===== src/hdl/cpr_pkg.sv =====
// Shared types and constants for the clock page replacement block.
// Used by cpr_cell, cpr_ctrl and clock_page_replacement; depends on nothing.
package cpr_pkg;

    // Default build sizes.
    localparam int MAX_FRAMES_DEF = 16;
    localparam int PAGE_BITS_DEF  = 16;

    // Fixed port widths.
    localparam int PAGE_W  = 16;
    localparam int SLOT_W  = 4;
    localparam int CFG_W   = 5;
    localparam int COUNT_W = 32;

    // Reset value of the active frame count register.
    localparam logic [CFG_W-1:0] FRAMES_RST = 5'd16;

    // Sequencer states.
    typedef enum logic [1:0] {
        ST_IDLE,
        ST_LOOK,
        ST_FREE,
        ST_SWEEP
    } state_t;

    // Commands broadcast to every cell.
    typedef struct packed {
        logic rehome;     // move the hand token back to cell 0
        logic step;       // pass the hand token to the next cell
        logic clear_ref;  // clear the reference bit under the hand
        logic write;      // store the key in the frame under the hand
        logic hit;        // set the reference bit of the first matching frame
    } cell_cmd_t;

    // Summary of the cell row seen by the sequencer.
    typedef struct packed {
        logic              any_hit;
        logic [SLOT_W-1:0] hit_slot;
        logic              all_valid;
        logic              tok_valid;
        logic              tok_ref;
        logic              tok_beyond;
        logic [SLOT_W-1:0] tok_slot;
    } row_status_t;

endpackage


===== src/hdl/cpr_cell.sv =====
// One page frame of the clock replacement row: page, valid and reference bits,
// and its share of the one-hot clock hand. Depends on cpr_pkg.
module cpr_cell #(
    parameter int         PAGE_BITS = cpr_pkg::PAGE_BITS_DEF,
    parameter logic       FIRST     = 1'b0
) (
    input  logic                  clk,
    input  logic                  rst_n,
    input  cpr_pkg::cell_cmd_t    cmd,
    input  logic                  hit_first,
    input  logic [PAGE_BITS-1:0]  key,
    input  logic                  active,
    input  logic                  last,
    input  logic                  tok_in,
    output logic                  match,
    output logic                  tok,
    output logic                  valid,
    output logic                  refb,
    output logic [PAGE_BITS-1:0]  page,
    output logic                  tok_out,
    output logic                  wrap_out
);

    logic                 valid_reg, valid_next;
    logic                 ref_reg, ref_next;
    logic                 tok_reg, tok_next;
    logic [PAGE_BITS-1:0] page_reg;
    logic                 write_here;

    // A write lands only in the frame that holds the hand.
    assign write_here = cmd.write && tok_reg;

    // Next values of the flag bits and of the hand token.
    always_comb
    begin
        valid_next = valid_reg || write_here;
        if (write_here)
        begin
            ref_next = 1'b1;
        end
        else if (cmd.clear_ref && tok_reg)
        begin
            ref_next = 1'b0;
        end
        else if (cmd.hit && hit_first)
        begin
            ref_next = 1'b1;
        end
        else
        begin
            ref_next = ref_reg;
        end
        if (cmd.rehome)
        begin
            tok_next = FIRST;
        end
        else if (cmd.step)
        begin
            tok_next = tok_in;
        end
        else
        begin
            tok_next = tok_reg;
        end
    end

    // Control bits of the frame.
    always_ff @(posedge clk or negedge rst_n)
    begin
        if (!rst_n)
        begin
            valid_reg <= 1'b0;
            ref_reg   <= 1'b0;
            tok_reg   <= FIRST;
        end
        else
        begin
            valid_reg <= valid_next;
            ref_reg   <= ref_next;
            tok_reg   <= tok_next;
        end
    end

    // Stored page number; meaningful only once the frame is valid.
    always_ff @(posedge clk)
    begin
        if (write_here)
        begin
            page_reg <= key;
        end
    end

    // Local compare and hand transfer to the neighbour.
    assign match    = valid_reg && active && (page_reg == key);
    assign tok      = tok_reg;
    assign valid    = valid_reg;
    assign refb     = ref_reg;
    assign page     = page_reg;
    assign tok_out  = tok_reg && !last;
    assign wrap_out = tok_reg && last;

endmodule


===== src/hdl/cpr_ctrl.sv =====
// Sequencer of the clock replacement block: input and output transfers,
// the hand walk over the cell row and the fault counter. Depends on cpr_pkg.
module cpr_ctrl #(
    parameter int PAGE_BITS = cpr_pkg::PAGE_BITS_DEF
) (
    input  logic                          clk,
    input  logic                          rst_n,
    input  logic                          in_valid,
    output logic                          in_stall,
    input  logic [cpr_pkg::PAGE_W-1:0]    page_number,
    output logic [PAGE_BITS-1:0]          key,
    input  cpr_pkg::row_status_t          status,
    input  logic [PAGE_BITS-1:0]          tok_page,
    output cpr_pkg::cell_cmd_t            cmd,
    output logic                          out_valid,
    input  logic                          out_stall,
    output logic                          hit,
    output logic [cpr_pkg::SLOT_W-1:0]    frame_slot,
    output logic                          evicted_valid,
    output logic [cpr_pkg::PAGE_W-1:0]    evicted_page,
    output logic [cpr_pkg::COUNT_W-1:0]   fault_count
);

    cpr_pkg::state_t               state_reg, state_next;
    logic [PAGE_BITS-1:0]          key_reg;
    logic                          out_valid_reg, out_valid_next;
    logic                          hit_reg;
    logic [cpr_pkg::SLOT_W-1:0]    slot_reg;
    logic                          ev_valid_reg;
    logic [cpr_pkg::PAGE_W-1:0]    ev_page_reg;
    logic [cpr_pkg::COUNT_W-1:0]   fault_reg, fault_next;
    logic                          out_free;
    logic                          accept;
    logic                          finish;
    logic                          res_hit;
    logic                          res_evict;
    logic [cpr_pkg::SLOT_W-1:0]    res_slot;

    assign out_free = !out_valid_reg || !out_stall;
    assign accept   = (state_reg == cpr_pkg::ST_IDLE) && in_valid;

    // Next state.
    always_comb
    begin
        state_next = state_reg;
        unique case (state_reg)
            cpr_pkg::ST_IDLE:
            begin
                if (in_valid)
                begin
                    state_next = cpr_pkg::ST_LOOK;
                end
            end
            cpr_pkg::ST_LOOK:
            begin
                if (status.any_hit)
                begin
                    if (out_free)
                    begin
                        state_next = cpr_pkg::ST_IDLE;
                    end
                end
                else if (!status.all_valid)
                begin
                    state_next = cpr_pkg::ST_FREE;
                end
                else
                begin
                    state_next = cpr_pkg::ST_SWEEP;
                end
            end
            cpr_pkg::ST_FREE:
            begin
                if (!status.tok_valid && out_free)
                begin
                    state_next = cpr_pkg::ST_IDLE;
                end
            end
            cpr_pkg::ST_SWEEP:
            begin
                if (!status.tok_ref && out_free)
                begin
                    state_next = cpr_pkg::ST_IDLE;
                end
            end
            default:
            begin
                state_next = cpr_pkg::ST_IDLE;
            end
        endcase
    end

    // Commands to the row and result selection.
    always_comb
    begin
        cmd       = '0;
        finish    = 1'b0;
        res_hit   = 1'b0;
        res_evict = 1'b0;
        res_slot  = status.tok_slot;
        unique case (state_reg)
            cpr_pkg::ST_IDLE:
            begin
                cmd.rehome = accept && status.tok_beyond;
            end
            cpr_pkg::ST_LOOK:
            begin
                if (status.any_hit && out_free)
                begin
                    cmd.hit  = 1'b1;
                    finish   = 1'b1;
                    res_hit  = 1'b1;
                    res_slot = status.hit_slot;
                end
            end
            cpr_pkg::ST_FREE:
            begin
                if (status.tok_valid)
                begin
                    cmd.step = 1'b1;
                end
                else if (out_free)
                begin
                    cmd.write = 1'b1;
                    cmd.step  = 1'b1;
                    finish    = 1'b1;
                end
            end
            cpr_pkg::ST_SWEEP:
            begin
                if (status.tok_ref)
                begin
                    cmd.clear_ref = 1'b1;
                    cmd.step      = 1'b1;
                end
                else if (out_free)
                begin
                    cmd.write = 1'b1;
                    cmd.step  = 1'b1;
                    finish    = 1'b1;
                    res_evict = 1'b1;
                end
            end
            default:
            begin
                cmd = '0;
            end
        endcase
    end

    // Output register and saturating fault counter.
    always_comb
    begin
        out_valid_next = finish || (out_valid_reg && out_stall);
        fault_next     = fault_reg;
        if (finish && !res_hit && (fault_reg != '1))
        begin
            fault_next = fault_reg + 1'b1;
        end
    end

    always_ff @(posedge clk or negedge rst_n)
    begin
        if (!rst_n)
        begin
            state_reg     <= cpr_pkg::ST_IDLE;
            out_valid_reg <= 1'b0;
            fault_reg     <= '0;
        end
        else
        begin
            state_reg     <= state_next;
            out_valid_reg <= out_valid_next;
            fault_reg     <= fault_next;
        end
    end

    // Key and result payload.
    always_ff @(posedge clk)
    begin
        if (accept)
        begin
            key_reg <= PAGE_BITS'(page_number);
        end
        if (finish)
        begin
            hit_reg      <= res_hit;
            slot_reg     <= res_slot;
            ev_valid_reg <= res_evict;
            ev_page_reg  <= res_evict ? cpr_pkg::PAGE_W'(tok_page) : '0;
        end
    end

    assign in_stall      = (state_reg != cpr_pkg::ST_IDLE);
    assign key           = key_reg;
    assign out_valid     = out_valid_reg;
    assign hit           = hit_reg;
    assign frame_slot    = slot_reg;
    assign evicted_valid = ev_valid_reg;
    assign evicted_page  = ev_page_reg;
    assign fault_count   = fault_reg;

    // The fault total never goes backwards.
    a_fault_monotonic: assert property (@(posedge clk) disable iff (!rst_n)
        1'b1 |=> (fault_reg >= $past(fault_reg)))
        else $error("fault total decreased");

    // A hit never reports a replaced page.
    a_hit_no_evict: assert property (@(posedge clk) disable iff (!rst_n)
        out_valid_reg |-> !(hit_reg && ev_valid_reg))
        else $error("hit result carries an eviction");

    // A fault result always follows at least one counted fault.
    a_fault_counted: assert property (@(posedge clk) disable iff (!rst_n)
        (out_valid_reg && !hit_reg) |-> (fault_reg != '0))
        else $error("fault result with zero fault total");

    // A write into the row only ever happens when a result is produced.
    a_write_finishes: assert property (@(posedge clk) disable iff (!rst_n)
        cmd.write |=> out_valid_reg)
        else $error("frame written without a result");

endmodule


===== src/hdl/clock_page_replacement.sv =====
// Clock (second chance) page replacement over a row of frame cells, with its
// sequencer. Depends on cpr_pkg, cpr_cell and cpr_ctrl.
//
// Each page reference is compared against all active frames at once. A hit
// is found in the look state and its result is registered. On a miss the
// clock hand, a one-hot token passed from cell to cell, walks one frame per
// cycle: a fill writes the first free frame that the hand reaches; a
// replacement clears the set reference bits that the hand passes, at most the
// active frame count of them, and writes the first frame whose reference bit
// is clear. The input is stalled from a transfer until that reference has
// produced its result, so a new reference is taken only once the last one has
// finished. A finished result waits in the output register and does not hold
// up the next transfer, but the following result cannot finish until it has
// gone. The active frame count is written through the configuration channel,
// which is always ready; 0 acts as 1 and values above MAX_FRAMES act as
// MAX_FRAMES.
module clock_page_replacement #(
    parameter int MAX_FRAMES = cpr_pkg::MAX_FRAMES_DEF,
    parameter int PAGE_BITS  = cpr_pkg::PAGE_BITS_DEF
) (
    input  logic                          clk,
    input  logic                          rst_n,
    input  logic                          cfg_valid,
    output logic                          cfg_ready,
    input  logic [cpr_pkg::CFG_W-1:0]     cfg_data,
    input  logic                          in_valid,
    output logic                          in_stall,
    input  logic [cpr_pkg::PAGE_W-1:0]    page_number,
    output logic                          out_valid,
    input  logic                          out_stall,
    output logic                          hit,
    output logic [cpr_pkg::SLOT_W-1:0]    frame_slot,
    output logic                          evicted_valid,
    output logic [cpr_pkg::PAGE_W-1:0]    evicted_page,
    output logic [cpr_pkg::COUNT_W-1:0]   fault_count
);

    localparam int NW = $clog2(MAX_FRAMES + 1);

    logic [cpr_pkg::CFG_W-1:0] frames_reg;
    logic [NW-1:0]             n_eff;
    logic [PAGE_BITS-1:0]      key;
    cpr_pkg::cell_cmd_t        cmd;
    cpr_pkg::row_status_t      status;
    logic [PAGE_BITS-1:0]      tok_page;

    logic [MAX_FRAMES-1:0]     active;
    logic [MAX_FRAMES-1:0]     last;
    logic [MAX_FRAMES-1:0]     match;
    logic [MAX_FRAMES-1:0]     hit_first;
    logic [MAX_FRAMES-1:0]     tok;
    logic [MAX_FRAMES-1:0]     valid;
    logic [MAX_FRAMES-1:0]     refb;
    logic [MAX_FRAMES-1:0]     tok_in;
    logic [MAX_FRAMES-1:0]     tok_out;
    logic [MAX_FRAMES-1:0]     wrap_out;
    logic [PAGE_BITS-1:0]      page [MAX_FRAMES];

    // Frame count register; a transfer is taken in every cycle.
    always_ff @(posedge clk or negedge rst_n)
    begin
        if (!rst_n)
        begin
            frames_reg <= cpr_pkg::FRAMES_RST;
        end
        else if (cfg_valid && cfg_ready)
        begin
            frames_reg <= cfg_data;
        end
    end

    assign cfg_ready = 1'b1;

    // Active frame count clamped to the built range.
    always_comb
    begin
        if (frames_reg == '0)
        begin
            n_eff = NW'(1);
        end
        else if (32'(frames_reg) > MAX_FRAMES)
        begin
            n_eff = NW'(MAX_FRAMES);
        end
        else
        begin
            n_eff = NW'(frames_reg);
        end
    end

    // The row of frame cells; the hand token wraps from the last active cell.
    for (genvar i = 0; i < MAX_FRAMES; i++)
    begin : g_cell
        assign active[i] = (n_eff > NW'(i));
        assign last[i]   = (n_eff == NW'(i + 1));
        if (i == 0)
        begin : g_head
            assign tok_in[i] = |wrap_out;
        end
        else
        begin : g_body
            assign tok_in[i] = tok_out[i-1];
        end

        cpr_cell #(
            .PAGE_BITS (PAGE_BITS),
            .FIRST     ((i == 0) ? 1'b1 : 1'b0)
        ) u_cell (
            .clk       (clk),
            .rst_n     (rst_n),
            .cmd       (cmd),
            .hit_first (hit_first[i]),
            .key       (key),
            .active    (active[i]),
            .last      (last[i]),
            .tok_in    (tok_in[i]),
            .match     (match[i]),
            .tok       (tok[i]),
            .valid     (valid[i]),
            .refb      (refb[i]),
            .page      (page[i]),
            .tok_out   (tok_out[i]),
            .wrap_out  (wrap_out[i])
        );
    end

    // Lowest matching frame wins.
    assign hit_first = match & (~match + 1'b1);

    // Row summary: encoded slots, flags under the hand and the page it holds.
    always_comb
    begin
        status            = '0;
        tok_page          = '0;
        status.any_hit    = |match;
        status.all_valid  = &(valid | ~active);
        status.tok_valid  = |(tok & valid);
        status.tok_ref    = |(tok & refb);
        status.tok_beyond = |(tok & ~active);
        for (int i = 0; i < MAX_FRAMES; i++)
        begin
            if (hit_first[i])
            begin
                status.hit_slot = status.hit_slot | cpr_pkg::SLOT_W'(i);
            end
            if (tok[i])
            begin
                status.tok_slot = status.tok_slot | cpr_pkg::SLOT_W'(i);
                tok_page        = tok_page | page[i];
            end
        end
    end

    cpr_ctrl #(
        .PAGE_BITS (PAGE_BITS)
    ) u_ctrl (
        .clk           (clk),
        .rst_n         (rst_n),
        .in_valid      (in_valid),
        .in_stall      (in_stall),
        .page_number   (page_number),
        .key           (key),
        .status        (status),
        .tok_page      (tok_page),
        .cmd           (cmd),
        .out_valid     (out_valid),
        .out_stall     (out_stall),
        .hit           (hit),
        .frame_slot    (frame_slot),
        .evicted_valid (evicted_valid),
        .evicted_page  (evicted_page),
        .fault_count   (fault_count)
    );

    // Exactly one cell holds the hand at all times.
    a_hand_onehot: assert property (@(posedge clk) disable iff (!rst_n)
        $onehot(tok))
        else $error("clock hand token lost or duplicated");

endmodule


===== config.mk =====
export PLATFORM = sky130hd
export DESIGN_NAME = clock_page_replacement
export DESIGN_NICKNAME = d
export VERILOG_FILES = /design/src/hdl/cpr_pkg.sv /design/src/hdl/cpr_cell.sv /design/src/hdl/cpr_ctrl.sv /design/src/hdl/clock_page_replacement.sv
export SDC_FILE = /design/constraint.sdc
export NUM_CORES = 1
export LEC_CHECK = 0
export ABC_AREA = 1
export BUFFER_PORTS_ARGS = -buffer_cell sky130_fd_sc_hd__clkbuf_2
export CAP_MARGIN = 10
export CORE_MARGIN = 3
export CORE_UTILIZATION = 45
export DETAILED_ROUTE_END_ITERATION = 10
export PLACE_DENSITY_LB_ADDON = 0.08
export SYNTH_ARGS = -nofsm -noshare
export SYNTH_HDL_FRONTEND = slang
export SYNTH_SLANG_ARGS = --single-unit

===== constraint.sdc =====
create_clock -name clk -period 2.9 [get_ports clk]
set_clock_uncertainty 0.05 [all_clocks]
set_input_delay 0.435 -clock clk [delete_from_list [all_inputs] [get_ports clk]]
set_output_delay 0.435 -clock clk [all_outputs]
set_load 0.02 [all_outputs]

---- After elaboration in Yosys (flattened, before gate mapping) ----
Cells that the tools add are included.
word-level totals
  flip-flop bits (word level) ............. 382
  bits in latches ......................... 0
  memory bits (writable) .................. 0
  bits in read-only memories .............. 0
  input bits .............................. 26
  output and inout bits ................... 57
  memories kept ........................... 0
operators by class
  add/subtract/negate cells ............... 2
  multipliers ............................. 0
  divide/modulo/power cells ............... 0
  order comparisons ....................... 17
  eq/ne operators ......................... 40
  shifts and indexed selects .............. 0
  muxes and demuxes ....................... 151
  bitwise logic cells ..................... 22
  reduce and logical (&&, ||, !) cells .... 184
operators with widths
  cell                                                 count
  == test 16 bit                                       16
  2-to-1 mux 16 bit                                    16
  bitwise OR 16 bit                                    16
  logical AND 1 bit                                    119
  2-to-1 mux 1 bit                                     94
  OR reduction 16 bit                                  5
  2-to-1 mux 4 bit                                     18
  bitwise AND 16 bit                                   4
  nonzero test 3 bit                                   16
  == test 5 x 4 -> 1 bit (second input constant)       8
  > comparator 5 x 4 -> 1 bit (second input constant)  8
  adder 32 x 1 -> 32 bit (second input constant)       1
  != test 32 bit (second input constant)               1
  inverter 16 bit                                      2
  2-to-1 mux 3 bit                                     8
  == test 5 x 3 -> 1 bit (second input constant)       4
  > comparator 5 x 3 -> 1 bit (second input constant)  4
  zero test 1 bit                                      20
  logical OR 1 bit                                     18
  2-to-1 mux 2 bit                                     9
  adder 16 x 1 -> 16 bit (second input constant)       1
  AND reduction 16 bit                                 1
  == test 5 x 2 -> 1 bit (second input constant)       2
  > comparator 5 x 1 -> 1 bit (second input constant)  2
  other kinds (17)                                     23

---- Longest topological paths before layout ----
Gate-level depths: netlist of run 1.
  depth after elaboration ................. 31
  gate-level depth with buffers ........... 20
  depth with buffers taken out ............ 19

---- Hierarchy ----
From an unflattened synthesis of run 1, not the netlist that was laid out.
second synthesis, totals
  cell total of the unflattened synthesis .. 2825
  area, all modules ....................... 21634.5 µm²
by module, submodules not included
  module                            instances  cells an instance  area an instance (µm²)
  cpr_cell (g_cell[10].u_cell ...)  15         111                930.9
  cpr_ctrl                          1          475                3741.1
  clock_page_replacement            1          575                3002.9
  cpr_cell (g_cell[0].u_cell)       1          110                927.1

---- Least setup slack after synthesis of run 1 ----
Ideal clock, no wire load.
  path type ............................... reg-to-reg
  start point ............................. register g_cell[4].u_cell.tok_reg
  end point ............................... register g_cell[2].u_cell.page_reg[0], enable pin
  arrival ................................. 2482 ps
  required time ........................... 2460 ps
  slack ................................... -22 ps
  cell stages (with the launch flop) ...... 11
  path buffers ............................ 2
  cells stage by stage .................... dfrtp_1 > clkbuf_1 > a22o_1 > a221oi_1 > nand4_1 > nor2_1 > nand2_1 > nand2_1 > inv_2 > clkbuf_1 > nor2_1
between the ends
  longest elaborated chain between the ends .. 5
  elaborated cells on any way between the ends .. 8
ends and longest elaborated chain
  what                                           RTL line                                                      source
  from (decl)                                    cpr_cell.sv:26                                                logic tok_reg, tok_next;
  from (signal assigned)                         cpr_cell.sv:80                                                tok_reg <= tok_next;
  bitwise AND 16 bit, on equally long branches   clock_page_replacement.sv:138, clock_page_replacement.sv:137
  OR reduction 16 bit, on equally long branches  clock_page_replacement.sv:138, clock_page_replacement.sv:137
  2-to-1 mux 1 bit, on equally long branches     cpr_ctrl.sv:131, cpr_ctrl.sv:118
  case mux 1 bit (2 select lines) (*)            cpr_ctrl.sv:101                                               unique case (state_reg)
  logical AND 1 bit (*)                          cpr_cell.sv:31                                                assign write_here = cmd.write && tok_reg;
  via g_cell[2].u_cell.write_here                cpr_cell.sv:28                                                logic write_here;
  to (signal assigned)                           cpr_cell.sv:89                                                page_reg <= key;
  to (decl)                                      cpr_cell.sv:27                                                logic [PAGE_BITS-1:0] page_reg;
The timed path passes the listed nets; every way through them passes the cells marked *.
A chain may end at the register's enable or synchronous reset.

---- Final worst setup path of run 1 ----
  start point ............................. register u_ctrl.key_reg[5], in the netlist u_ctrl.key[5]
  end point ............................... register u_ctrl.fault_reg, in the netlist u_ctrl.fault_count[27]
between the ends
  longest elaborated chain between the ends .. 9
  elaborated cells on any way between the ends .. 40
ends and longest elaborated chain
  what                                 RTL line                       source
  from (decl)                          cpr_ctrl.sv:25                 logic [PAGE_BITS-1:0] key_reg;
  from (signal assigned)               cpr_ctrl.sv:183                key_reg <= PAGE_BITS'(page_number);
  == test 16 bit                       cpr_cell.sv:94                 assign match = valid_reg && active && (page_reg == key);
  logical AND 1 bit                    cpr_cell.sv:94
  OR reduction 16 bit (*)              clock_page_replacement.sv:135  status.any_hit = |match;
  logical AND 1 bit (*)                cpr_ctrl.sv:108                if (status.any_hit && out_free)
  2-to-1 mux 1 bit (*)                 cpr_ctrl.sv:108
  2-to-1 mux 1 bit                     cpr_ctrl.sv:101
  zero test 1 bit                      cpr_ctrl.sv:156                if (finish && !res_hit && (fault_reg != '1))
  logical AND 1 bit (*) (2 in series)  cpr_ctrl.sv:156
  to (signal assigned)                 cpr_ctrl.sv:174                fault_reg <= fault_next;
  to (decl)                            cpr_ctrl.sv:31                 logic [cpr_pkg::COUNT_W-1:0] fault_reg, fault_next;
Mark *: on every way between the ends. The rest lies on a longest branch, timed or not.

==> run summary, run 1 <==
Internal power comes to 0.0129 W. The shortest period the worst path allows came out at 2.89 ns. The remaining global-route overflow is 0. The maximum buffer depth of the clock tree is 3. The total power consumption of the routed design is 0.0219 W.

In this run, placement finished with an instance count of 2774. The area of the multi-input gates is 7380 um2. The worst vdd rail ir drop came out at 0.508 mV. The floorplan step defined a die boundary enclosing 45800 um2. The critical path's largest stage delay came out at 0.42 ns.

In this run, synthesis produced a sequential element count of 382. The final estimated routing congestion in global placement is 1.04. Together, buffers and inverters on the worst path number 4. The proportion of power drawn by combinational gates is 40.2%. In this run the vertical extent of the chip is 214 um. The clock edge transition at the registers on the reported setup and hold paths came out at 0.06 ns. The number of hold-slack violations in the final timing report is 0. The sum of routed wire length over all layers is 92000 um.

The maximum fanout along the worst path came out at 10. STA classifies the critical path startpoint as a flop. The number of clock sinks seen by CTS is 382. The tree is rooted in a clkbuf_16. The area growth from synthesis to layout came out at 25.7%. In this run the count of I/O pins placed on the die edge is 83. For this block, the via count after detailed routing is 17900. Once detailed placement completed, the half-perimeter wirelength came to 68400 um.

The remaining design rule violation count is 0. The kind of end point of the critical path is a flop. The number of detailed-route iterations in the first pass is 8.

When the netlist entered floorplanning its net count stood at 1985. Among all flip-flop cells after synthesis, the most frequent one is edfxtp_1. The register area came out at 11000 um2. After layout, the worst path uses 99.7% of the clock period. The number of cells in the finished layout apart from fillers is 2891. The maximum number of pins on one net before global-route repair is 46.

The fraction of registers with async set/reset came out at 23.0%. The remaining antenna violation count after routing is 0. Counting the fill cells in the layout gives 3718. The cell occurring most often along the worst timing path is nand4_1. The CTS buffer count is 44.

The critical path is of the reg2reg type. Row generation in the floorplan step produced 75 rows. The number of H-tree levels is 2. The number of violations reported at the end of detailed-routing iteration 0 is 2436.

Traced cell by cell, the critical path runs through inv_2, buf_6, o21ai_1, nor2_2, nand4_1, nor2_1, buf_4, nand4_1, nand2_2, nor2_4, nand4_4, nand2_8, and2_4, buf_12, nand4_1, nand2_1. The flow ran to the end, and the final reports show no timing, DRC or antenna violations. The sequential element share of the synthesized area came out at 56.7%. Counting flops with a built-in enable in the synthesized netlist gives 294. The switching fraction of total power is 41.3%. The post-synthesis compound-gate area fraction came out at 12.2%. The register with the most flip-flops in the layout has 256 of them. The global router's overall resource usage came out at 39.1%. The parity-gate share of the synthesized area counting xor and xnor cells came out at 4.55%.

The routed length per instance is 31.8 um. Setup repair after global routing could not meet its margin everywhere. The setup TNS after final layout is 0 ns. Summed over all cells, the static leakage comes to 10.0 nW. The area of the mapped netlist is 19500 um2.

After synthesis, the largest family of logic cells by area is simple AND/OR/NAND/NOR gates. The number of antenna violations at the first check in global routing is 3. The share of final-layout standard cells stronger than drive strength 1 is 24.5%.

After Yosys synthesis, full adders, half adders and majority gates account for 0.0643% of the synthesized area. The portion of total power attributed to sequential cells came out at 34.7%. The number of max-slew violations in the final report was 0. The highest-delay cell along the critical path is edfxtp_1. The core area came out at 42300 um2. The worst pin sits at a relative slew slack of 51.0%. The x dimension of the die is 214 um. The net switching component of the power is 0.00906 W. The repair_antennas step left the layout with diodes totalling 0. The average via count per standard cell is 6.18.

The count of distinct cell types in the synthesized netlist is 57. The tightest min-delay check is of the in2reg type. The clock latency on the worst-skew pair is 0.61 ns.

Across the run, the number of max-cap violations was 0. The mean area per synthesized cell came out at 9.94 um2. For the pin with the worst max-slew slack, the measured transition is 0.735 ns. The maximum achievable frequency is 346 MHz.

The first-pass GRT wire length is 127000 um. The final net count came out at 2306. The proportion of power drawn by the clock network came out at 25.2%. The critical path arrival came out at 3.31 ns.

Setup violations remaining at the end of the flow were counted as 0. Grouping stages by cell kind, the critical path spends the most delay in simple AND/OR/NAND/NOR gates. The number of global-route vias before repair came out at 17200. The initial core utilization is 46.0%. The instance count of the mapped netlist came out at 1958. Summing the areas of all and, or, nand and nor instances in the mapped netlist gives 18.9% of the synthesized area. The data required time at the worst endpoint is 3.32 ns. TritonCTS built the clock tree. The portion of synthesized area spent on multiplexers is 0%. The count of warnings emitted by yosys is 0. During placement, the flow inserted port buffers numbering 81.

For this design the ratio of total power to cell area is 897 nW/um2.
cell usage after synthesis, types with 38 or more instances:
cell	number	area, um2
xor2_1	63	552
a221oi_1	68	596
dfrtp_1	86	2150
nor2_1	193	724
nand3_1	62	310
edfxtp_1	294	8830
xnor2_1	38	333
inv_1	203	762
nand2_1	385	1450
nand4_1	67	419
o22ai_1	52	325
o21ai_0	98	490
cell families (layout without fill, tap and decap cells):
logic type,after synthesis,in the layout
xor+xnor,101,101
other cells,1,1
buf+inv,321,676
compound gates,343,343
flops,382,382
fa+ha+maj,1,1
simple gates,809,810
layer usage:
layer  vias to the layer above  global-route usage, %  wire length, um
met4                         6                   25.9             7250
met3                       342                   10.7            11400
met2                      1338                   58.1            39500
met1                      8624                   50.4            33800
met5                         -                      0               34
li1                       7542                      -                -
layout make-up:
cell class                 instances  area share [%]
clock buffer                      60            4.95
clock inverter                    21           0.757
inverter                         228            3.53
multi-input combinational       1256            30.2
sequential                       382            45.1
tap                              577            2.95
timing repair buffer             367            12.5
per-stage QoR:
| step | worst slack [ns] | hold WS (ns) | utilization (%) | area [um2] |
|---|---|---|---|---|
| global route | -0.0732 | 0.00428 | 57.8 | 24400 |
| detailed placement | -0.318 | 0.442 | 52.5 | 22200 |
| finish | 0.00823 | 0.0125 | 57.8 | 24400 |
| CTS | 0.00610 | 0.000619 | 56.5 | 23900 |
| floorplan | -0.0218 | 0.0894 | - | 19500 |
| global placement | -0.311 | 0.435 | 52.5 | 22200 |
power by group through the flow:
stage | combinational, W | sequential [W] | clock (W)
3_5_place_dp | 0.00819 | 0.00766 | 0
3_3_place_gp | 0.00821 | 0.00766 | 0
6_report | 0.00881 | 0.00760 | 0.00552
2_1_floorplan | 0.00382 | 0.00766 | 0
5_1_grt | 0.00903 | 0.00765 | 0.00578
4_1_cts | 0.00828 | 0.00757 | 0.00555
worst paths after layout:
path | slack [ns] | startpoint | depth (start not counted) | to
worst max-delay path | 0.008 | u_ctrl.key[5]$_DFFE_PP_ | 16 | u_ctrl.fault_count[27]$_DFFE_PN0P_
worst min register to register | 0.46 | u_ctrl.fault_count[25]$_DFFE_PN0P_ | 2 | u_ctrl.fault_count[25]$_DFFE_PN0P_
worst max register to register | 0.008 | u_ctrl.key[5]$_DFFE_PP_ | 16 | u_ctrl.fault_count[27]$_DFFE_PN0P_
worst min-delay path | 0.01 | cfg_data[3] | 3 | frames_reg[3]$_DFFE_PN0P_
max in group asynchronous | 1.74 | rst_n | 3 | u_ctrl.fault_count[4]$_DFFE_PN0P_
min in group asynchronous | 0.36 | rst_n | 2 | g_cell[14].u_cell.tok$_DFFE_PN0P_
cell usage in the layout (no fill, tap or decap), drive strengths merged, types with 8 or more instances in the layout:
master	count
nand2	392
edfxtp	294
buf	268
inv	226
nor2	205
clkbuf	143
o21ai	108
dfrtp	86
nand4	79
a221oi	68
nand3	65
xor2	63
o22ai	54
xnor2	38
nor3	34
a22o	29
a21oi	20
clkinv	20
a41oi	16
dlygate4sd3	16
nor4	16
o211ai	14
or2	12
o32ai	8
o2111ai	8
tightest hold or removal path: stages:
cell and delay [ns]:
clkbuf_2 0.07, nand2_1 0.04, o21ai_0 0.06
timing repair:
item | CTS | global route
hold buffers | 16 | 0
cloned | 0 | 5
hold endpoints to repair | 57 | 0
setup buffers | 1 | 15
gates resized for setup | 26 | 78
pin swaps | 1 | 16
endpoints found under the setup margin | 75 | 72
No activity file was read; power rests on OpenSTA's default activity.
==> inputs of run 2 (changes only) <==
Settings changed: SETUP_SLACK_MARGIN set to 0.1.
==> run 2 against run 1 <==
Sequential power increased by 0.5%. Largest cell class unchanged. Global-route usage down 0.33 points. Fmax increased by 1.6%. Sequential share of layout area is 0.53 points lower. First-iteration DRC count grew 12%. Core utilization rose by 0.69 points. Clock power up 2%. Worst hold slack improved by 0.0037 ns. Non-clock buffer count fell by 4. Final cell count down 0.28%.
==> run summary, run 2 (same netlist as run 1, synthesis figures left out) <==
The worst vdd rail ir drop is 0.576 mV (was 0.508 mV). The number of flip-flops under the largest register name was 256 (unchanged). The total power consumption of the routed design was 0.0221 W (was 0.0219 W).

The critical path arrival is 3.25 ns (was 3.31 ns). The core area is 42300 um2 (unchanged). The data required time at the worst endpoint was 3.30 ns (was 3.32 ns). The critical path launch point type is a flop (unchanged). The half-perimeter wire length of the detailed placement result came to 67700 um (was 68400 um).

The actual slew at the worst max-slew pin was 0.675 ns (was 0.735 ns). The CTS tree is built (unchanged). The kind of end point of the critical path is a flop (unchanged). The number of hold-slack violations in the final timing report is 0 (unchanged). The shortest period the worst path allows is 2.85 ns (was 2.89 ns). The remaining global-route overflow is 0 (unchanged). The remaining design rule violation count is 0 (unchanged). The final estimated routing congestion in global placement is 1.08 (was 1.04).

The height of the die came out at 214 um (unchanged). The routed length per instance came out at 31.9 um (was 31.8 um). The commonest non-fill, non-tap cell in the layout is nand2_1 (unchanged). The total of fill cells in the finished design is 3661 (was 3718). RSZ-0062 raised after global routing: true (unchanged). The final net count was 2300 (was 2306). The antenna cell count is 0 (unchanged). The CTS buffer count is 43 (was 44). The number of clock sinks seen by CTS was 382 (unchanged). The maximum achievable frequency came out at 351 MHz (was 346 MHz). Commonest cells after routing, fill and taps aside: 369 x nand2_1, 294 x edfxtp_1, 210 x buf_4, 198 x inv_1, 143 x nor2_1 (was 378 x nand2_1, 294 x edfxtp_1, 228 x buf_4, 199 x inv_1, 154 x nor2_1). The first-pass GRT wire length came out at 127000 um (about the same). The cell total after placement came out at 2743 (was 2774).

The count of buffers inserted at the top-level ports came out at 81 (unchanged). The maximum buffer depth of the clock tree is 3 (unchanged). The total die area is 45800 um2 (unchanged). The clock edge transition at the registers on the reported setup and hold paths is 0.06 ns (about the same). The power density of the placed cells is 892 nW/um2 (was 897 nW/um2).

The number of H-tree levels is 2 (unchanged). The number of cells in the finished layout apart from fillers came out at 2883 (was 2891). The class of the worst hold path is in2reg (unchanged).

The share of the clock period used by the worst path came out at 98.1% (was 99.7%). The maximum fanout along the worst path is 7 (was 10). The total of endpoints with negative setup slack in the final report came out at 0 (unchanged). The share of final-layout standard cells stronger than drive strength 1 came out at 25.9% (was 24.5%).

The standby leakage power was 10.1 nW (was 10.0 nW). Result of the run: complete, no violations (unchanged). The path type of the worst setup path is reg2reg (unchanged).

The area growth from synthesis to layout came out at 27.2% (was 25.7%). The via count came to 18000 (was 17900). The max-capacitance violation count came out at 0 (unchanged).

The buffer type at the clock tree root is clkbuf_16 (unchanged). The number of primary I/O pins came out at 83 (unchanged). The number of violations reported at the end of detailed-routing iteration 0 came to 2739 (was 2436). The number of detailed-route iterations in the first pass came out at 7 (was 8). The x dimension of the die is 214 um (unchanged).

The initial core utilization came to 46.0% (unchanged). The number of antenna violations at the first check in global routing came out at 1 (was 3). The remaining antenna violation count after routing is 0 (unchanged).

The number of max-slew violations in the final report came out at 0 (unchanged). The placement row count was 75 (unchanged). The global router's overall resource usage came to 38.8% (was 39.1%). The relative slew slack came to 55.0% (was 51.0%).

The average via count per standard cell is 6.24 (was 6.18). The maximum number of pins on one net before global-route repair came to 47 (was 46). The sum of routed wire length over all layers is 92000 um (about the same). The clock latency on the worst-skew pair came out at 0.58 ns (was 0.61 ns). The number of global-route vias before repair was 17100 (was 17200).
==> run 2: cell types whose count changed in the layout (fill, tap and decap cells not counted), sizes merged <==
cell         before  now
bufinv            2    4
clkinv           20   23
clkbuf          143  142
inv             226  218
buf             268  261
dlygate4sd3      16   15
nand2           392  391
clkinvlp          1    6
==> run 2: power by group <==
| group | switching, W | internal (W) |
|---|---|---|
| Combinational | 0.00598 | 0.00283 |
| Sequential | 0.000680 | 0.00696 |
| Clock | 0.00236 | 0.00327 |
| Total | 0.00902 | 0.0131 |
==> run 2: through the flow <==
stage                     worst slack (ns)  cell area (um2)  utilization [%]  hold slack, ns  setup TNS [ns]
after floorplan                    -0.0218            19500                -          0.0894           -2.41
after global placement              -0.179            22100             52.2           0.436           -5.78
after detailed placement            -0.151            22100             52.2           0.443           -4.94
after CTS                            0.102            23900             56.4        0.000497               0
after global routing               -0.0283            24700             58.5         0.00989          -0.230
final                               0.0548            24700             58.5          0.0163               0
==> run 2: what timing repair did <==
action,4_1_cts,5_1_grt
buffers inserted,11,28
endpoints found under the hold margin,57,0
gates cloned,0,8
pin swaps,1,30
endpoints found under the setup margin,165,118
gates resized for setup,29,121
hold buffers,15,0
==> run 2: final timing paths <==
| check | cells past startpoint | slack (ns) | start | endpoint |
|---|---|---|---|---|
| setup / recovery | 15 | 0.05 | u_ctrl.key[11]$_DFFE_PP_ | u_ctrl.fault_count[1]$_DFFE_PN0P_ |
| hold / removal | 3 | 0.02 | cfg_data[2] | frames_reg[2]$_DFFE_PN0P_ |
| setup reg to reg | 15 | 0.05 | u_ctrl.key[11]$_DFFE_PP_ | u_ctrl.fault_count[1]$_DFFE_PN0P_ |
| hold reg to reg | 2 | 0.46 | u_ctrl.fault_count[29]$_DFFE_PN0P_ | u_ctrl.fault_count[29]$_DFFE_PN0P_ |
| max in group asynchronous | 3 | 1.71 | rst_n | u_ctrl.fault_count[5]$_DFFE_PN0P_ |
| min in group asynchronous | 2 | 0.37 | rst_n | g_cell[2].u_cell.valid$_DFF_PN0_ |
==> run 2: metal layers <==
metal	routed length (um)	up-vias	global-route usage [%]
li1	-	7529	-
met1	33900	8712	50.1
met2	40000	1403	58.3
met3	11200	347	10.6
met4	6860	0	24.0
met5	0	-	0
==> run 2: critical path: stages (launching register included) <==
cell and delay [ns]:
edfxtp_1 0.58, clkinv_4 0.20, buf_6 0.17, or2_0 0.21, nand3_2 0.11, nor2_1 0.09
nand4_1 0.20, nand2_2 0.11, nor2_4 0.19, nand4_4 0.14, nand2_8 0.16, and2_4 0.22
buf_12 0.14, nand2_4 0.05, nand2_2 0.06, nand2_2 0.04
==> run 2: final cells by class <==
type                       count  area, um2  share of cell area [%]
sequential                   382      11000                    44.6
multi-input combinational   1255       7480                    30.2
timing repair buffer         363       3200                    12.9
clock buffer                  55       1190                    4.83
inverter                     228        887                    3.59
tap                          577        722                    2.92
clock inverter                23        228                   0.920
